$ cat config.mk
export PLATFORM = sky130hd
export DESIGN_NAME = tpbt_ctrl
export DESIGN_NICKNAME = d
export VERILOG_FILES = /design/src/rtl/tpbt_pkg.sv /design/src/rtl/tpbt_ctrl.sv
export SDC_FILE = /design/constraint.sdc
export NUM_CORES = 1
export LEC_CHECK = 0
export ABC_CLOCK_PERIOD_IN_PS = 1980
export BUFFER_PORTS_ARGS = -buffer_cell sky130_fd_sc_hd__buf_2
export CORE_AREA = 10 10 47 49
export CTS_CLUSTER_DIAMETER = 50
export DETAILED_ROUTE_END_ITERATION = 7
export DIE_AREA = 0 0 57 59
export PLACE_DENSITY_LB_ADDON = 0.08
export SLEW_MARGIN = 20
export SYNTH_ARGS = -nofsm -noshare
export SYNTH_HDL_FRONTEND = slang
export SYNTH_SLANG_ARGS = --single-unit
$ cat constraint.sdc
create_clock -name clk -period 1.98 [get_ports clk]
set_input_delay 0.198 -clock clk [delete_from_list [all_inputs] [get_ports clk]]
set_output_delay 0.198 -clock clk [all_outputs]
set_load 0.01 [all_outputs]
$ cat src/rtl/tpbt_pkg.sv
`timescale 1ns / 1ps
// Shared types, constants and the arctangent table of the turtle path bounds tracker.
package tpbt_pkg;

    // Default sizes of the turtle stack and of the CORDIC rotation.
    localparam int TPBT_STACK_DEPTH  = 64;
    localparam int TPBT_CORDIC_STEPS = 16;

    // Data widths.
    localparam int POS_W     = 32;
    localparam int HEAD_W    = 16;
    localparam int CORDIC_W  = 34;
    localparam int STEP_W    = 20;
    localparam int CFG_DATA_W = 32;
    localparam int CFG_ADDR_W = 3;

    // CORDIC start value: the inverse gain in Q2.30.
    localparam logic signed [CORDIC_W-1:0] CORDIC_GAIN = 34'sd652032874;
    // Rounding offset before the drop from Q2.30 to Q16.16.
    localparam logic signed [CORDIC_W-1:0] ROUND_HALF = 34'sd8192;
    localparam int ROUND_SHIFT = 14;

    // Register reset values.
    localparam logic [HEAD_W-1:0] TURN_ANGLE_RST    = 16'd7282;
    localparam logic [HEAD_W-1:0] START_HEADING_RST = 16'd16384;

    // Register indexes, taken from the word address bit.
    localparam logic REG_TURN_ANGLE    = 1'b0;
    localparam logic REG_START_HEADING = 1'b1;

    // Command bytes.
    localparam logic [7:0] CH_DRAW  = 8'h46;  // F
    localparam logic [7:0] CH_SKIP  = 8'h66;  // f
    localparam logic [7:0] CH_LEFT  = 8'h2D;  // -
    localparam logic [7:0] CH_RIGHT = 8'h2B;  // +
    localparam logic [7:0] CH_PUSH  = 8'h5B;  // [
    localparam logic [7:0] CH_POP   = 8'h5D;  // ]

    // Result status codes.
    typedef enum logic [1:0] {
        STAT_OK        = 2'd0,
        STAT_POP_EMPTY = 2'd1,
        STAT_PUSH_FULL = 2'd2
    } tpbt_status_t;

    // Controller states.
    typedef enum logic [2:0] {
        ST_IDLE,
        ST_DECODE,
        ST_ROTATE,
        ST_ROUND,
        ST_MOVE,
        ST_BOUND,
        ST_POP,
        ST_FINISH
    } tpbt_state_t;

    // Commands from the controller to the datapath.
    typedef struct packed {
        logic load;
        logic decode;
        logic rotate;
        logic round;
        logic move;
        logic bound;
        logic pop_wb;
        logic emit;
    } tpbt_ctl_t;

    // Status from the datapath to the controller.
    typedef struct packed {
        logic is_move;
        logic pop_ok;
        logic rotate_last;
        logic out_free;
    } tpbt_stat_t;

    // Arctangent of 2^-i in units of 2^32 per turn.
    function automatic logic [31:0] atan_turns(input logic [4:0] idx);
        logic [31:0] v;
        case (idx)
            5'd0:    v = 32'h20000000;
            5'd1:    v = 32'h12E4051D;
            5'd2:    v = 32'h09FB385B;
            5'd3:    v = 32'h051111D4;
            5'd4:    v = 32'h028B0D43;
            5'd5:    v = 32'h0145D7E1;
            5'd6:    v = 32'h00A2F61E;
            5'd7:    v = 32'h00517C55;
            5'd8:    v = 32'h0028BE53;
            5'd9:    v = 32'h00145F2F;
            5'd10:   v = 32'h000A2F98;
            5'd11:   v = 32'h000517CC;
            5'd12:   v = 32'h00028BE6;
            5'd13:   v = 32'h000145F3;
            5'd14:   v = 32'h0000A2F9;
            5'd15:   v = 32'h0000517C;
            5'd16:   v = 32'h000028BE;
            5'd17:   v = 32'h0000145F;
            5'd18:   v = 32'h00000A2F;
            5'd19:   v = 32'h00000517;
            5'd20:   v = 32'h0000028B;
            5'd21:   v = 32'h00000145;
            5'd22:   v = 32'h000000A2;
            5'd23:   v = 32'h00000051;
            default: v = 32'h00000000;
        endcase
        return v;
    endfunction

endpackage

$ cat src/rtl/tpbt_ctrl.sv
`timescale 1ns / 1ps
// Sequencing state machine of the turtle path bounds tracker.
module tpbt_ctrl
    import tpbt_pkg::*;
(
    input  logic       clk,
    input  logic       rst_n,
    input  logic       in_valid,
    output logic       in_ready,
    input  tpbt_stat_t stat,
    output tpbt_ctl_t  ctl
);

    tpbt_state_t state_reg;
    tpbt_state_t state_next;

    // State register.
    always_ff @(posedge clk or negedge rst_n)
    begin
        if (!rst_n)
        begin
            state_reg <= ST_IDLE;
        end
        else
        begin
            state_reg <= state_next;
        end
    end

    // Next state and datapath commands.
    always_comb
    begin
        state_next = state_reg;
        ctl        = '0;
        in_ready   = 1'b0;
        case (state_reg)
            ST_IDLE:
            begin
                in_ready = 1'b1;
                if (in_valid)
                begin
                    ctl.load   = 1'b1;
                    state_next = ST_DECODE;
                end
            end
            ST_DECODE:
            begin
                ctl.decode = 1'b1;
                if (stat.is_move)
                begin
                    state_next = ST_ROTATE;
                end
                else if (stat.pop_ok)
                begin
                    state_next = ST_POP;
                end
                else
                begin
                    state_next = ST_FINISH;
                end
            end
            ST_ROTATE:
            begin
                ctl.rotate = 1'b1;
                if (stat.rotate_last)
                begin
                    state_next = ST_ROUND;
                end
            end
            ST_ROUND:
            begin
                ctl.round  = 1'b1;
                state_next = ST_MOVE;
            end
            ST_MOVE:
            begin
                ctl.move   = 1'b1;
                state_next = ST_BOUND;
            end
            ST_BOUND:
            begin
                ctl.bound  = 1'b1;
                state_next = ST_FINISH;
            end
            ST_POP:
            begin
                ctl.pop_wb = 1'b1;
                state_next = ST_FINISH;
            end
            ST_FINISH:
            begin
                if (stat.out_free)
                begin
                    ctl.emit   = 1'b1;
                    state_next = ST_IDLE;
                end
            end
            default:
            begin
                state_next = ST_IDLE;
            end
        endcase
    end

endmodule

==> metrics list <==
- Final number of max-transition violations: 0
- The via count of the first global-routing pass is roughly 310.
- The top cell types in the final layout, fill and taps aside, are sky130_fd_sc_hd__buf_2 (15), sky130_fd_sc_hd__inv_1 (5), sky130_fd_sc_hd__nor2b_1 (5).
- Minimum setup slack among reg-to-reg paths: approximately 0.35 ns
- Leading cell type in the layout, fill and taps excluded: sky130_fd_sc_hd__buf_2
* Setup repair after global routing missed its margin: false
- Cell depth of the worst flop-to-flop path: 6
- Initial antenna violation count: 0
- The number of placed instances, taps included, is 67.
- Worst hold path type: primary input to asynchronous set/reset pin
- The count of nets left with antenna violations once routing finished came out at 0.
- Final critical delay including setup and external delays: about 1.6 ns
- At the worst endpoint, the arrival time is 1.45 ns.
* Register Area: 75.1 sq um
- At the worst endpoint, the required time is roughly 1.8 ns.
* Net count of the finished layout: 68
- The worst setup path is captured at a primary output.
- Max reg flops: 3
- Relative to the synthesized area, the layout overhead comes to 39.4%.
* Lkg Pwr: between 0.2 and 0.25 nW
- DRC violations left: 0
- Post-route fraction of the period consumed by the critical path: between 80% and 90%
- The floorplan has 14 rows.
* Chip width: 57 um
- Across the run, the number of max-cap violations was 0.
- Cells traversed along the worst timing path: inv_1, ha_1, nor2b_1, and2_1, buf_2
* All-Layer GR Usage: approximately 5.0%
* Final-layout fill cell count: ~170
* Routability Congestion: ~0.64
- Delay of the slowest cell on the worst path: approximately 0.40 ns
- The first global-routing pass estimated roughly 1.4 mm of wire.
- The largest individual stage delay along the critical path comes from the cell sky130_fd_sc_hd__dfrtp_1.
* Maximum vdd ir drop: roughly 0.54 mV
- Setup violations remaining at the end of the flow were counted as 0.
- Result of the run: completed
- Number of cells in the finished layout apart from fillers: 72
- DPL Wire Length: 763 um
- For this configuration, the core starts out at a cell density of 23.1%.
- Post-Synthesis Cell Area: 324 sq um
- Slew HR: ~74%
* Clock latency on the worst-skew pair: 0.23 ns
- Post-Synthesis Net Count: 48
- Antenna diode count: 0
- Instance count of the mapped netlist: 37
- Number of placed I/O pins: 16
- Entering global routing, the biggest net connects 14 pins.
* Per-instance average area after synthesis: around 8.8 sq um
- TritonCTS clock tree: built
- The cell sitting at the root of the clock tree is a sky130_fd_sc_hd__clkbuf_4.
* FF-to-FF End: state_reg[2]
- The floorplan step defined a core boundary enclosing ~1400 sq um.
- STA classifies the critical path startpoint as a flop.
* Part of the Yosys area used for sequential elements: 23.2%
* Count of buffers inserted at the top-level ports: 15
- Share of final-layout standard cells stronger than drive strength 1: a little under two fifths
- In this run the critical register-to-register path is launched from state_reg[0].
- Final Routed Wirelength: between 800 and 900 um
* Worst-margin pin slew: between 0.3 and 0.4 ns
- The multi-input combinational cells in the finished layout cover a total of about 230 sq um.
- Flip-flop and latch count after synthesis: 3
* Post-layout power: about 0.00067 W
- In this run the power density over the cells is between 1000 and 1500 nW/um^2.
- The die covers 3360 sq um.
- Via Count: between 300 and 400
- Before antenna repair, the detailed router went through 3 iterations.
- The number of different library cells used by synthesis comes to 17.
* Count of endpoints failing hold in the final timing report: 0
* Final worst clock skew: about 0.0043 ns
- Initial DRC Count: 3
* Die Ht: 59 um
* Vias per cell: approximately 4.4
- The worst setup path is of the flop to primary output kind.
- Setup Total Neg Slack: 0 ns
- Largest driver fanout on the critical path: 5
- Number of buffers inserted by post-CTS setup repair: 0
* Global route total overflow: 0
- Clock-pin slew was measured on the worst setup and hold paths at 0.04 ns.
* Inserted Clock Buffers: 3
- Warning count from the yosys run: 0
- H-tree depth: 1
- Buffers from clock root to sink, at most: 2
- Total clock sinks: 3
* Routed WL per cell: ~12 um
* Highest clock rate: between 0.6 and 0.7 GHz
-- worst max-delay path, delay by kind of cell (launching register included) --
kind	cells	cell delay, ns
adders and majority gates	1	0.27
buffers and inverters	2	0.21
DFF	1	0.40
and+or+nand+nor	2	0.33
-- metal layers --
layer,GRT usage [%],wire [um],vias to the layer above
li1,-,-,162
met2,8.06,437,9
met4,3.02,0,0
met1,4.91,327,147
met5,0,0,-
met3,3.00,78,0
-- cells by family (layout without fill, tap and decap cells) --
family | Yosys count | after routing | synth area share, %
multiplexers | 2 | 2 | 6.95
flip-flops | 3 | 3 | 23.2
buffers and inverters | 6 | 25 | 6.95
AO/OA/AOI/OAI | 7 | 7 | 22.4
adder cells (fa/ha/maj) | 4 | 4 | 15.4
AND/OR/NAND/NOR | 15 | 15 | 25.1
-- power by group --
part           switching, W  internal [W]  leakage (nW)
Sequential        0.0000544     0.0000956        0.0339
Combinational      0.000201      0.000218         0.201
Clock             0.0000301     0.0000754        0.0150
Total              0.000285      0.000389         0.249
-- worst max-delay path by stage --
stage / to / start / slack (ns)
2_1_floorplan: state_reg[2] / state_reg[0] / 0.45
3_3_place_gp: state_reg[1] / state_reg[0] / 0.36
3_5_place_dp: state_reg[1] / state_reg[0] / 0.32
4_1_cts: ctl[7] / state_reg[1] / 0.30
5_1_grt: ctl[7] / state_reg[1] / 0.19
6_report: ctl[7] / state_reg[0] / 0.33
-- stage by stage --
| stage | util (%) | worst slack [ns] | instance area [sq um] | hold WS (ns) |
|---|---|---|---|---|
| CTS | 32.2 | 0.301 | 452 | 0.282 |
| detailed placement | 29.6 | 0.323 | 415 | -0.00329 |
| global route | 32.2 | 0.192 | 452 | 0.290 |
| finish | 32.2 | 0.331 | 452 | 0.287 |
| floorplan | - | 0.453 | 324 | -0.0976 |
| global placement | 29.6 | 0.358 | 415 | -0.00427 |
-- cell type report --
type,count,share of cell area [%]
clock buffer,4,5.82
inverter,5,4.16
multi-input combinational,28,50.1
sequential,3,16.6
tap,16,4.43
timing repair buffer,16,18.8
-- cells in the mapped netlist, drive strengths merged --
cell     count  area [sq um]
nor2         4          15.0
nor2b        5          31.3
a21boi       1          18.8
o32ai        1          8.76
o22a         1          8.76
dfrtp        3          75.1
nand2        1          3.75
inv          5          18.8
mux2         2          22.5
and2         4          25.0
a221o        1          10.0
a2bb2oi      1          8.76
nand2b       1          6.26
clkbuf       1          3.75
a2111oi      1          8.76
o31a         1          8.76
ha           4          50.1
-- what timing repair did --
action,4_1_cts,5_1_grt
endpoints found under the hold margin,3,0
hold buffers,1,0
resized for setup,0,0
setup endpoints to repair,0,0
Note: power is estimated with default switching activity, not from simulation.
